===== src/hw/rtl/hrp_pkg.sv =====
package hrp_pkg;

  localparam int unsigned ValueBufferBytes = 64;
  localparam int unsigned StoreLimit       = ValueBufferBytes - 2;
  localparam int unsigned StoredW          = $clog2(ValueBufferBytes);

  localparam logic [31:0] CrcPoly        = 32'hEDB88320;
  localparam logic [31:0] HGet           = 32'h6b9c6cfa;
  localparam logic [31:0] HPost          = 32'h6c1f8139;
  localparam logic [31:0] HOptions       = 32'hef70049d;
  localparam logic [31:0] HHead          = 32'h91661b28;
  localparam logic [31:0] HPut           = 32'h3837cb5e;
  localparam logic [31:0] HDelete        = 32'hcaeabb01;
  localparam logic [31:0] HTrace         = 32'hc60f1711;
  localparam logic [31:0] HHttp10        = 32'h17ea47f0;
  localparam logic [31:0] HHttp11        = 32'h60ed7766;
  localparam logic [31:0] HCrlfCrlf      = 32'h8bc21544;
  localparam logic [31:0] HCrlf          = 32'h14a285ac;
  localparam logic [31:0] HConnection    = 32'h66aa70b6;
  localparam logic [31:0] HContentLength = 32'hd87452f2;
  localparam logic [31:0] HCookie        = 32'h8d4cbf50;

  localparam logic [7:0] ChNul   = 8'h00;
  localparam logic [7:0] ChTab   = 8'h09;
  localparam logic [7:0] ChLf    = 8'h0a;
  localparam logic [7:0] ChVt    = 8'h0b;
  localparam logic [7:0] ChFf    = 8'h0c;
  localparam logic [7:0] ChCr    = 8'h0d;
  localparam logic [7:0] ChSpace = 8'h20;
  localparam logic [7:0] ChAmp   = 8'h26;
  localparam logic [7:0] ChPlus  = 8'h2b;
  localparam logic [7:0] ChMinus = 8'h2d;
  localparam logic [7:0] ChZero  = 8'h30;
  localparam logic [7:0] ChNine  = 8'h39;
  localparam logic [7:0] ChColon = 8'h3a;
  localparam logic [7:0] ChEqual = 8'h3d;
  localparam logic [7:0] ChQuery = 8'h3f;

  typedef enum logic [2:0] {
    StBusy   = 3'd0,
    StDone   = 3'd1,
    StError  = 3'd2,
    StParam  = 3'd3,
    StCookie = 3'd4
  } hrp_status_e;

  typedef enum logic [2:0] {
    MethUnknown = 3'd0,
    MethGet     = 3'd1,
    MethPost    = 3'd2,
    MethOptions = 3'd3,
    MethHead    = 3'd4,
    MethPut     = 3'd5,
    MethDelete  = 3'd6,
    MethTrace   = 3'd7
  } hrp_method_e;

  typedef enum logic [1:0] {
    VerUnknown = 2'd0,
    VerHttp10  = 2'd1,
    VerHttp11  = 2'd2
  } hrp_version_e;

  typedef struct packed {
    logic       command;
    logic [7:0] symbol;
  } hrp_item_t;

  typedef struct packed {
    hrp_status_e  status;
    logic [31:0]  token_hash;
    hrp_method_e  method;
    hrp_version_e version;
    logic [31:0]  resource_hash;
    logic         close_connection;
    logic [29:0]  content_length;
    logic [7:0]   value_byte;
    logic         value_valid;
  } hrp_result_t;

  function automatic logic [31:0] crc_byte(input logic [31:0] crc, input logic [7:0] b);
    logic [31:0] c;
    c = ~crc ^ {24'h000000, b};
    for (int k = 0; k < 8; k++) begin
      c = c[0] ? ((c >> 1) ^ CrcPoly) : (c >> 1);
    end
    return ~c;
  endfunction

  function automatic hrp_method_e method_of(input logic [31:0] h);
    hrp_method_e m;
    case (h)
      HGet:     m = MethGet;
      HPost:    m = MethPost;
      HOptions: m = MethOptions;
      HHead:    m = MethHead;
      HPut:     m = MethPut;
      HDelete:  m = MethDelete;
      HTrace:   m = MethTrace;
      default:  m = MethUnknown;
    endcase
    return m;
  endfunction

  function automatic logic [7:0] close_char(input logic [2:0] idx);
    logic [7:0] ch;
    case (idx)
      3'd0:    ch = 8'h63;
      3'd1:    ch = 8'h6c;
      3'd2:    ch = 8'h6f;
      3'd3:    ch = 8'h73;
      3'd4:    ch = 8'h65;
      default: ch = ChNul;
    endcase
    return ch;
  endfunction

endpackage


===== src/hw/rtl/hrp_in_stage.sv =====
module hrp_in_stage (
  input  logic              clk_i,
  input  logic              rst_ni,
  input  logic              valid_i,
  output logic              ready_o,
  input  hrp_pkg::hrp_item_t item_i,
  input  logic              advance_i,
  output logic              step_o,
  output hrp_pkg::hrp_item_t item_o
);
  import hrp_pkg::*;

  logic      item_valid_q;
  hrp_item_t item_q;

  assign ready_o = !item_valid_q || advance_i;
  assign step_o  = item_valid_q && advance_i;
  assign item_o  = item_q;

  always_ff @(posedge clk_i or negedge rst_ni) begin
    if (!rst_ni) begin
      item_valid_q <= 1'b0;
    end else if (ready_o) begin
      item_valid_q <= valid_i;
    end
  end

  always_ff @(posedge clk_i) begin
    if (valid_i && ready_o) begin
      item_q <= item_i;
    end
  end

endmodule


===== src/hw/rtl/hrp_core.sv =====
module hrp_core (
  input  logic                clk_i,
  input  logic                rst_ni,
  input  logic                step_i,
  input  hrp_pkg::hrp_item_t   item_i,
  output hrp_pkg::hrp_result_t result_o
);
  import hrp_pkg::*;

  typedef enum logic [3:0] {
    PhStart, PhMethod, PhPath, PhQname, PhQvalue, PhQnext, PhQend,
    PhProto, PhEol, PhCookie, PhHname, PhHvalue, PhDone, PhError
  } phase_e;

  typedef enum logic [1:0] {
    NumSpace, NumDigits, NumStop
  } num_e;

  typedef struct packed {
    logic [StoredW-1:0] stored;
    logic               ended;
    logic               in_spaces;
    logic [2:0]         match;
    logic               mismatch;
    logic [3:0]         rest;
    num_e               num_phase;
    logic               negative;
    logic [29:0]        acc;
  } scan_t;

  localparam logic [3:0] RestCap = 4'd10;
  localparam logic [2:0] CloseLen = 3'd5;

  phase_e       phase_q, phase_d, phase_eff;
  logic [31:0]  hash_q, hash_d, hash_eff;
  hrp_method_e  method_q, method_d;
  hrp_version_e version_q, version_d;
  logic [31:0]  path_q, path_d;
  logic         close_q, close_d;
  logic [29:0]  length_q, length_d;
  scan_t        scan_q, scan_d, scan_nx, scan_clr;

  logic [7:0]  sym;
  logic        is_cr, is_lf, is_sp, is_ws, is_sign, is_digit;
  logic [31:0] crc_run, crc_new, crc_path;
  logic [3:0]  rest_inc;
  logic        run_digits;
  logic        stored_val;
  hrp_status_e status;

  assign sym      = item_i.symbol;
  assign is_cr    = (sym == ChCr);
  assign is_lf    = (sym == ChLf);
  assign is_sp    = (sym == ChSpace);
  assign is_ws    = is_sp || (sym == ChTab) || (sym == ChVt) || (sym == ChFf);
  assign is_sign  = (sym == ChPlus) || (sym == ChMinus);
  assign is_digit = (sym >= ChZero) && (sym <= ChNine);

  always_comb begin
    phase_eff = phase_q;
    hash_eff  = hash_q;
    if (phase_q == PhQnext) begin
      phase_eff = PhQname;
      hash_eff  = '0;
    end else if (phase_q == PhQend) begin
      phase_eff = PhProto;
      hash_eff  = '0;
    end
  end

  assign crc_run  = crc_byte(hash_eff, sym);
  assign crc_new  = crc_byte('0, sym);
  assign crc_path = crc_byte(path_q, sym);

  always_comb begin
    scan_clr           = '0;
    scan_clr.in_spaces = 1'b1;
  end

  always_comb begin
    scan_nx    = scan_q;
    rest_inc   = (scan_q.rest < RestCap) ? scan_q.rest + 4'd1 : scan_q.rest;
    run_digits = 1'b0;
    if (!scan_q.ended && (scan_q.stored < StoredW'(StoreLimit))) begin
      scan_nx.stored = scan_q.stored + 1'b1;
      if (sym == ChNul) begin
        scan_nx.ended = 1'b1;
      end else if (!(scan_q.in_spaces && is_sp)) begin
        scan_nx.in_spaces = 1'b0;
        if ((scan_q.match < CloseLen) && (sym == close_char(scan_q.match))) begin
          scan_nx.match = scan_q.match + 3'd1;
        end else begin
          scan_nx.mismatch = 1'b1;
        end
        scan_nx.rest = rest_inc;
        if (rest_inc < RestCap) begin
          if (scan_q.num_phase == NumSpace) begin
            if (!is_ws) begin
              scan_nx.num_phase = NumDigits;
              if (is_sign) begin
                scan_nx.negative = (sym == ChMinus);
              end else begin
                run_digits = 1'b1;
              end
            end
          end else if (scan_q.num_phase == NumDigits) begin
            run_digits = 1'b1;
          end
          if (run_digits) begin
            if (is_digit) begin
              scan_nx.acc = {scan_q.acc[26:0], 3'b000} + {scan_q.acc[28:0], 1'b0}
                          + {26'd0, sym[3:0]};
            end else begin
              scan_nx.num_phase = NumStop;
            end
          end
        end
      end
    end
  end

  always_comb begin
    phase_d    = phase_q;
    hash_d     = hash_q;
    method_d   = method_q;
    version_d  = version_q;
    path_d     = path_q;
    close_d    = close_q;
    length_d   = length_q;
    scan_d     = scan_q;
    stored_val = 1'b0;
    if (step_i) begin
      if (item_i.command) begin
        phase_d = PhStart;
      end else begin
        phase_d = phase_eff;
        hash_d  = hash_eff;
        case (phase_eff)
          PhStart: begin
            if (!(is_cr || is_lf || is_sp)) begin
              method_d  = MethUnknown;
              version_d = VerUnknown;
              path_d    = '0;
              close_d   = 1'b0;
              length_d  = '0;
              hash_d    = crc_new;
              phase_d   = PhMethod;
            end
          end
          PhMethod: begin
            if (is_sp) begin
              method_d = method_of(hash_eff);
              path_d   = '0;
              phase_d  = PhPath;
            end else begin
              hash_d = crc_run;
            end
          end
          PhPath: begin
            if (sym == ChQuery) begin
              hash_d  = '0;
              phase_d = PhQname;
            end else if (is_sp) begin
              hash_d  = '0;
              phase_d = PhProto;
            end else begin
              path_d = crc_path;
            end
          end
          PhQname: begin
            if (sym == ChEqual) begin
              phase_d = PhQvalue;
            end else if (is_sp) begin
              phase_d = PhQend;
            end else begin
              hash_d = crc_run;
            end
          end
          PhQvalue: begin
            if (is_sp) begin
              phase_d = PhQend;
            end else if (sym == ChAmp) begin
              phase_d = PhQnext;
            end else begin
              stored_val = 1'b1;
            end
          end
          PhProto: begin
            if (is_cr) begin
              if (hash_eff == HHttp10) begin
                version_d = VerHttp10;
              end else if (hash_eff == HHttp11) begin
                version_d = VerHttp11;
              end else begin
                version_d = VerUnknown;
              end
              hash_d  = crc_new;
              phase_d = PhEol;
            end else begin
              hash_d = crc_run;
            end
          end
          PhEol, PhCookie: begin
            if (is_cr || is_lf) begin
              if (crc_run == HCrlfCrlf) begin
                hash_d  = '0;
                phase_d = PhDone;
              end else begin
                hash_d = crc_run;
              end
            end else if (hash_eff == HCrlf) begin
              hash_d  = crc_new;
              phase_d = PhHname;
            end else begin
              phase_d = PhError;
            end
          end
          PhHname: begin
            if (sym == ChColon) begin
              scan_d  = scan_clr;
              phase_d = PhHvalue;
            end else begin
              hash_d = crc_run;
            end
          end
          PhHvalue: begin
            if (is_cr || is_lf) begin
              if ((hash_eff == HConnection) && !scan_q.mismatch
                  && (scan_q.match == CloseLen)) begin
                close_d = 1'b1;
              end
              if ((hash_eff == HContentLength) && (scan_q.rest < RestCap)) begin
                length_d = scan_q.negative ? '0 : scan_q.acc;
              end
              phase_d = (hash_eff == HCookie) ? PhCookie : PhEol;
              hash_d  = crc_new;
            end else begin
              scan_d     = scan_nx;
              stored_val = 1'b1;
            end
          end
          PhDone, PhError: begin
          end
          default: begin
            phase_d = PhStart;
          end
        endcase
      end
    end
  end

  always_comb begin
    case (phase_d)
      PhDone:          status = StDone;
      PhError:         status = StError;
      PhQnext, PhQend: status = StParam;
      PhCookie:        status = StCookie;
      default:         status = StBusy;
    endcase
  end

  always_comb begin
    result_o.status           = status;
    result_o.token_hash       = hash_d;
    result_o.method           = method_d;
    result_o.version          = version_d;
    result_o.resource_hash    = path_d;
    result_o.close_connection = close_d;
    result_o.content_length   = length_d;
    result_o.value_byte       = stored_val ? sym : ChNul;
    result_o.value_valid      = stored_val;
  end

  always_ff @(posedge clk_i or negedge rst_ni) begin
    if (!rst_ni) begin
      phase_q   <= PhStart;
      hash_q    <= '0;
      method_q  <= MethUnknown;
      version_q <= VerUnknown;
      path_q    <= '0;
      close_q   <= 1'b0;
      length_q  <= '0;
      scan_q    <= '0;
    end else begin
      phase_q   <= phase_d;
      hash_q    <= hash_d;
      method_q  <= method_d;
      version_q <= version_d;
      path_q    <= path_d;
      close_q   <= close_d;
      length_q  <= length_d;
      scan_q    <= scan_d;
    end
  end

endmodule


===== src/hw/rtl/hrp_out_stage.sv =====
module hrp_out_stage (
  input  logic                clk_i,
  input  logic                rst_ni,
  input  logic                step_i,
  input  hrp_pkg::hrp_result_t result_i,
  output logic                advance_o,
  output logic                valid_o,
  input  logic                ready_i,
  output hrp_pkg::hrp_result_t result_o
);
  import hrp_pkg::*;

  logic        out_valid_q;
  hrp_result_t result_q;

  assign advance_o = !out_valid_q || ready_i;
  assign valid_o   = out_valid_q;
  assign result_o  = result_q;

  always_ff @(posedge clk_i or negedge rst_ni) begin
    if (!rst_ni) begin
      out_valid_q <= 1'b0;
    end else if (step_i) begin
      out_valid_q <= 1'b1;
    end else if (ready_i) begin
      out_valid_q <= 1'b0;
    end
  end

  always_ff @(posedge clk_i) begin
    if (step_i) begin
      result_q <= result_i;
    end
  end

endmodule


===== src/hw/rtl/http_request_header_parser.sv =====
// HTTP request header parser taking one byte per transfer and returning exactly one result
// transfer for each, at a sustained rate of one byte per clock cycle while out_ready_i is
// high; a byte goes through the input register, then the parse step with its three CRC-32
// byte updates into the result register, and in_ready_o falls only while a finished result
// waits on out_ready_i. Command 1 sends the parser back to looking for a new request without
// clearing the reported fields, cleared by a new request's first byte not CR, LF or space.
module http_request_header_parser (
  input  logic        clk_i,
  input  logic        rst_ni,
  input  logic        in_valid_i,
  output logic        in_ready_o,
  input  logic        command_i,
  input  logic [7:0]  symbol_i,
  output logic        out_valid_o,
  input  logic        out_ready_i,
  output logic [2:0]  status_o,
  output logic [31:0] token_hash_o,
  output logic [2:0]  method_o,
  output logic [1:0]  version_o,
  output logic [31:0] resource_hash_o,
  output logic        close_connection_o,
  output logic [29:0] content_length_o,
  output logic [7:0]  value_byte_o,
  output logic        value_valid_o
);
  import hrp_pkg::*;

  hrp_item_t   in_item, core_item;
  hrp_result_t core_result, out_result;
  logic        advance, step;

  assign in_item.command = command_i;
  assign in_item.symbol  = symbol_i;

  hrp_in_stage u_in_stage (
    .clk_i     (clk_i),
    .rst_ni    (rst_ni),
    .valid_i   (in_valid_i),
    .ready_o   (in_ready_o),
    .item_i    (in_item),
    .advance_i (advance),
    .step_o    (step),
    .item_o    (core_item)
  );

  hrp_core u_core (
    .clk_i    (clk_i),
    .rst_ni   (rst_ni),
    .step_i   (step),
    .item_i   (core_item),
    .result_o (core_result)
  );

  hrp_out_stage u_out_stage (
    .clk_i     (clk_i),
    .rst_ni    (rst_ni),
    .step_i    (step),
    .result_i  (core_result),
    .advance_o (advance),
    .valid_o   (out_valid_o),
    .ready_i   (out_ready_i),
    .result_o  (out_result)
  );

  assign status_o           = out_result.status;
  assign token_hash_o       = out_result.token_hash;
  assign method_o           = out_result.method;
  assign version_o          = out_result.version;
  assign resource_hash_o    = out_result.resource_hash;
  assign close_connection_o = out_result.close_connection;
  assign content_length_o   = out_result.content_length;
  assign value_byte_o       = out_result.value_byte;
  assign value_valid_o      = out_result.value_valid;

endmodule


===== config.mk =====
export PLATFORM = sky130hd
export DESIGN_NAME = http_request_header_parser
export DESIGN_NICKNAME = d
export VERILOG_FILES = /design/src/hw/rtl/hrp_pkg.sv /design/src/hw/rtl/hrp_in_stage.sv /design/src/hw/rtl/hrp_core.sv /design/src/hw/rtl/hrp_out_stage.sv /design/src/hw/rtl/http_request_header_parser.sv
export SDC_FILE = /design/constraint.sdc
export NUM_CORES = 1
export LEC_CHECK = 0
export BUFFER_PORTS_ARGS = -buffer_cell sky130_fd_sc_hd__buf_2
export CAP_MARGIN = 5
export CORE_ASPECT_RATIO = 1.1
export CORE_UTILIZATION = 56
export CTS_CLUSTER_SIZE = 20
export DETAILED_ROUTE_END_ITERATION = 10
export PLACE_DENSITY_LB_ADDON = 0.08
export REMOVE_ABC_BUFFERS = 1
export SLEW_MARGIN = 0
export SYNTH_ARGS = -nofsm -noshare
export SYNTH_HDL_FRONTEND = slang
export SYNTH_SLANG_ARGS = --single-unit
export TNS_END_PERCENT = 50

===== constraint.sdc =====
create_clock -name clk_i -period 4.4 [get_ports clk_i]
set_input_delay 0 -clock clk_i [delete_from_list [all_inputs] [get_ports clk_i]]
set_output_delay 0 -clock clk_i [all_outputs]
set_load 0.005 [all_outputs]

**Word-level counts from Yosys, hierarchy flattened**

Cells that the tools add are included.
W data, S select, Z words.

- Div/mod/pow operators: 0
- Shift-type cells: 0
- Equal/unequal tests: 65
- Magnitude comparators: 6
- Bitwise operators: 33
- Add/sub/neg operators: 5
- $mul: 0
- Multiplexer cells: 132
- Reductions and logical operators: 38

Operators by type and width:

| kind | count |
|---|---|
| $mux W32 | 45 |
| $not A13 Y14 | 24 |
| $pmux W32 S8 | 1 |
| $mux W30 | 8 |
| $eq A32 B32 Y1 const B | 7 |
| $not A32 Y32 | 5 |
| $mux W49 | 3 |
| $eq A32 B31 Y1 const B | 4 |
| $pmux W49 S2 | 1 |
| $pmux W32 S3 | 1 |
| $mux W42 | 2 |
| $mux W4 | 18 |
| $eq A32 B29 Y1 const B | 2 |
| $xor A32 B8 Y32 | 2 |
| $pmux W30 S2 | 1 |
| $eq A8 B6 Y1 const B | 7 |
| $eq A8 B4 Y1 const B | 5 |
| $pmux W4 S10 | 1 |
| $eq A4 B4 Y1 const B | 9 |
| $pmux W7 S5 | 1 |
| $mux W33 | 1 |
| $eq A32 B30 Y1 const B | 1 |
| $not A8 Y32 | 1 |
| $add A30 B30 Y30 | 1 |
| other kinds (44) | 128 |

- Bits in latches: 0
- Output and inout port bits: 114
- Input port bits: 13
- Word-level logic and storage cells: 308
- Bits in writable memories: 0
- Register bits: 276
- Memories: 0
- ROM bits: 0

**Longest topological paths before layout**

- Depth after elaboration: 31
- Depth in mapped cells: 17
- Depth with buffers taken out: 15

**Hierarchy**

A second synthesis with hierarchy kept.

- Cell total of the unflattened synthesis: 1,673
- Area total of the unflattened synthesis: 17,031.3 µm²

By module, submodules not included:

| module | area an instance (µm²) | cells an instance | seq. area each (µm²) | times used |
|---|---|---|---|---|
| hrp_core | 13,290.2 | 1,544 | 3,828.7 | 1 |
| hrp_out_stage | 3,410.8 | 115 | 3,388.2 | 1 |
| hrp_in_stage | 330.3 | 14 | 295.3 | 1 |

**Least setup slack after synthesis**

No wires, ideal clock.

- Kind: flip-flop to flip-flop
- From: register u_out_stage.out_valid_q, in the netlist u_out_stage.valid_o
- To: register u_core.scan_q[10] in the netlist's numbering
- Period minus slack after synthesis: 4.690 ns
- Setup slack: -0.290 ns
- Setup time: 0.083 ns
- Data required time: 4.317 ns
- Buffers on the path: 2
- Cell stages (with the launch flop): 13
- Arrival: 4.608 ns
- Cells stage by stage: dfrtp_1 -> nand2b_1 -> nand2_1 -> inv_1 -> nand2b_1 -> clkbuf_1 -> nor3_1 -> o21ai_0 -> nor2_1 -> and2_1 -> nand2_1 -> clkbuf_1 -> o21ai_0

- Cells in the longest elaborated chain, start to end: 4

RTL lines:

| what | RTL line | text |
|---|---|---|
| start, declared | hrp_out_stage.sv:13 | `logic out_valid_q;` |
| start signal, assigned | hrp_out_stage.sv:22 | `out_valid_q <= 1'b0;` |
| start signal, assigned | hrp_out_stage.sv:24 | `out_valid_q <= 1'b1;` |
| start signal, assigned | hrp_out_stage.sv:26 | `out_valid_q <= 1'b0;` |
| $logic_not A1 Y1 | hrp_out_stage.sv:16 | `assign advance_o = !out_valid_q \|\| ready_i;` |
| $logic_or A1 B1 Y1 | hrp_out_stage.sv:16 |  |
| $logic_and A1 B1 Y1 | hrp_in_stage.sv:17 | `assign step_o = item_valid_q && advance_i;` |
| net step | http_request_header_parser.sv:30 | `logic advance, step;` |
| $reduce_and A11 Y1 (no source line) | n/a |  |
| end signal, assigned | hrp_core.sv:292 | `scan_q <= scan_d;` |
| end, declared | hrp_core.sv:41 | `scan_t scan_q, scan_d, scan_nx, scan_clr;` |

The timed path passes the listed nets, and every way through them passes these cells.
A chain may end at the register's enable or synchronous reset.

==> qor.txt <==
placed cell area = 19600 um^2
die area = 32500 um^2
Worst Path Max Fanout = 36
YS warnings = 0
MaxCap Viol Count = 0
GPL Wtd Cong = 1.10
R2R cell count = 12
Area growth syn-to-layout = 16.4%
Place WS = 0.0687 ns
number of routed nets with antenna violations = 0
remaining global-route overflow = 0
#FFs+latches synth = 276
final setup violation count = 0
crit path buf inv count = 1
WS Path Type = reg -> reg
final setup margin = 0.153 ns
slowest stage cell on the critical path = or4_1
vias in the first global route = 16300
# IOs = 127
Int Pwr = 6.26 mW
largest net degree at the start of global routing = 84
crit path DAT = 4.57 ns
Clock Path Buffers = 3
Hold Crit Class = in -> async
Num Clock Sinks = 276
# H-tree levels = 1
RSZ-0062 raised after global routing = false
Slew Viols, Final = 0
antenna violations before repair = 1
Initial DRT Pass Iterations = 10
Clock Skew = 0.0307 ns
worst endpoint required time = 4.72 ns
Unique masters post-synth = 91
ys flop type = dfrtp_1
Combinational Power Share = 45.8%
Reg-to-Reg End = u_out_stage.result_o[104]$_DFFE_PP_
CTS Buf Count = 28
synth cell count leaders = nand2_1, o21ai_0, dfrtp_1
Hold WS = -0.00849 ns
Initial Util = 56.9%
post-synth top area cell = dfrtp_1
Synth top area share = 21.8%
multi-input logic area = 9770 um^2
worst r2r src = u_core.phase_q[0]$_DFF_PN0_
top-count cell post-synth = nand2_1
async set or reset register ratio after synthesis = 56.2%
total number of vias = 16700
Chip Height = 189 um
Layout fillers = 2524
Synth area leaders = dfrtp_1, edfxtp_1, xnor2_1, ha_1, o21ai_0
R2R setup slack = 0.15 ns
nets = 2154
layout cells sized above 1 = 16.7%
Lkg Pwr = 9.06 nW
Cells after Synth = 1861
Worst Tran Pin Value = 1.13 ns
sequential standard cell area = 7510 um^2
Seq/Total Area, Yosys = 42.1%
core region area = 31300 um^2
drt wl/cell = 26.6 um
first-pass GRT wire length = 100000 um
crit-path cells = xor2_4, buf_12, a21o_1, nor2_8, xnor3_1, or4_1, a221oi_2, nand4_2, nand3_1, a31oi_1, a2111oi_0, nor2_1
post-route cell area = 20700 um^2
sequential share of power = 31.4%
Max rail drop VDD = 366 uV
clk root buf = clkbuf_16
failing checks = design-rule violations, negative hold slack
Iter 0 DRT Violations = 2096
row count = 68
syn_area_per_cell = 9.58 um^2
crit path time final = 4.25 ns
final worst path period share = 96.5%
NetSw = 4.49 mW
chip width = 172 um
Fin. Hold Viols = 2
Crit path max-delay family = simple AND/OR/NAND/NOR gates
Pwr Density = 518 nW/um^2
Post-CTS Setup Inserts = 0
outcome = finished, violations left
CP max stage delay = 0.56 ns
CTS tree = yes
maximum clock frequency = 235 MHz
WL final = 66600 um
Setup crit start kind = register
DRC viols = 1
Vias/cell = 6.67
GRT Overall Usage = 41.7%
Relative slew margins = 24.1%
IO Port Bufs = 126
Clock Power Share = 22.8%
CP endpoint kind = register
Netlist Area Pre-Place = 17800 um^2
switching power share of the total = 41.8%
clk slew on worst S/H paths = 0.08 ns
HPWL Detailed = 49800 um
EDFF count, synth = 121
clk_lat worst skew = 0.60 ns
layer usage:
| metal | vias up | wire [um] | global-route usage (%) |
|---|---|---|---|
| met2 | 1083 | 29800 | 64.4 |
| li1 | 7275 | - | - |
| met5 | - | 0 | 0 |
| met4 | 0 | 5230 | 26.8 |
| met1 | 8051 | 25100 | 53.3 |
| met3 | 313 | 6560 | 8.19 |
state kept, by name, summed over array words and instances, names as in the netlist:
register                 count
u_core.close_q               1
u_core.hash_q               32
u_core.length_q             30
u_core.method_q              3
u_core.path_q               32
u_core.phase_q               4
u_core.scan_q               49
u_core.version_q             2
u_in_stage.item_o            9
u_in_stage.item_valid_q      1
u_out_stage.result_o       112
u_out_stage.valid_o          1
cells by family (layout without fill, tap and decap cells):
| kind of cell | count (synthesis) | count (layout) | synth area share, % |
|---|---|---|---|
| multiplexers | 4 | 4 | 0.246 |
| adder cells (fa/ha/maj) | 76 | 76 | 5.42 |
| AO/OA/AOI/OAI | 567 | 567 | 21.0 |
| AND/OR/NAND/NOR | 582 | 582 | 16.5 |
| flip-flops | 276 | 276 | 42.1 |
| buffers and inverters | 142 | 368 | 3.24 |
| XOR/XNOR | 214 | 214 | 11.5 |
| other | 0 | 1 | 0 |
power by group through the flow:
| stage | Sequential, mW | Combinational, mW | Clock (mW) |
|---|---|---|---|
| after global placement | 3.40 | 4.70 | 0 |
| after detailed placement | 3.39 | 4.66 | 0 |
| after floorplan | 3.39 | 2.56 | 0 |
| after global routing | 3.38 | 5.13 | 2.57 |
| final | 3.37 | 4.92 | 2.45 |
| after CTS | 3.34 | 4.70 | 2.47 |
placed cells by master, fill, tap and decap left out, types with 12 or more instances in the layout:
cell type	n
edfxtp_1	121
and3b_1	12
nor2b_1	32
o21a_1	12
nor3_1	35
inv_1	33
o21ai_0	175
buf_2	125
dlygate4sd3_1	13
clkbuf_16	28
nor2_1	103
xnor2_1	135
a31oi_1	32
dfrtp_1	154
nand4_1	25
xor2_1	66
a21o_1	18
nand2_1	206
a21oi_1	109
nand2b_1	13
ha_1	74
a22o_1	63
o211ai_1	21
a211oi_1	24
nand3_1	42
and2_1	23
buf_4	140
metrics by stage:
step | cells | utilization, % | hold slack, ns | setup TNS [ns] | power [mW]
after floorplan | 1754 | - | -0.296 | -151.79 | 5.95
after global placement | 2442 | 62.7 | 0.119 | 0 | 8.10
after detailed placement | 2442 | 62.7 | 0.130 | 0 | 8.05
after CTS | 2507 | 66.1 | 0.0883 | 0 | 10.5
after global routing | 2507 | 66.3 | 0.0883 | 0 | 11.1
final | 2508 | 66.3 | -0.00849 | 0 | 10.7
worst register-to-register path, stage by stage, from the launching register on:
cell	delay [ns]
dfrtp_1	0.49
xor2_4	0.20
buf_12	0.19
a21o_1	0.29
nor2_8	0.24
xnor3_1	0.45
or4_1	0.56
a221oi_2	0.36
nand4_2	0.22
nand3_1	0.32
a31oi_1	0.13
a2111oi_0	0.43
nor2_1	0.12
worst max-delay path by stage:
stage	start	endpoint	cells past startpoint	slack, ns
6_report	u_core.phase_q[0]$_DFF_PN0_	u_out_stage.result_o[104]$_DFFE_PP_	12	0.15
3_5_place_dp	u_core.phase_q[1]$_DFF_PN0_	u_out_stage.result_o[87]$_DFFE_PP_	11	0.07
3_3_place_gp	u_core.phase_q[1]$_DFF_PN0_	u_out_stage.result_o[87]$_DFFE_PP_	11	0.18
5_1_grt	u_core.phase_q[1]$_DFF_PN0_	u_out_stage.result_o[87]$_DFFE_PP_	15	0.03
2_1_floorplan	u_out_stage.valid_o$_DFFE_PN0P_	u_out_stage.result_o[10]$_DFFE_PP_	6	-1.56
4_1_cts	u_core.phase_q[1]$_DFF_PN0_	u_out_stage.result_o[87]$_DFFE_PP_	11	0.06
layout make-up:
cell class,count,share of cell area [%]
multi-input combinational,1443,47.1
sequential,276,36.2
timing repair buffer,281,8.96
clock buffer,37,3.64
tap,420,2.53
clock inverter,15,0.887
inverter,35,0.645
antenna,1,0.0121
timing repair:
action	4_1_cts	5_1_grt
hold buffers	13	0
hold endpoints to repair	102	0
setup endpoints to repair	0	19
resized for setup	0	6
Power figures use the tool's default switching activity.
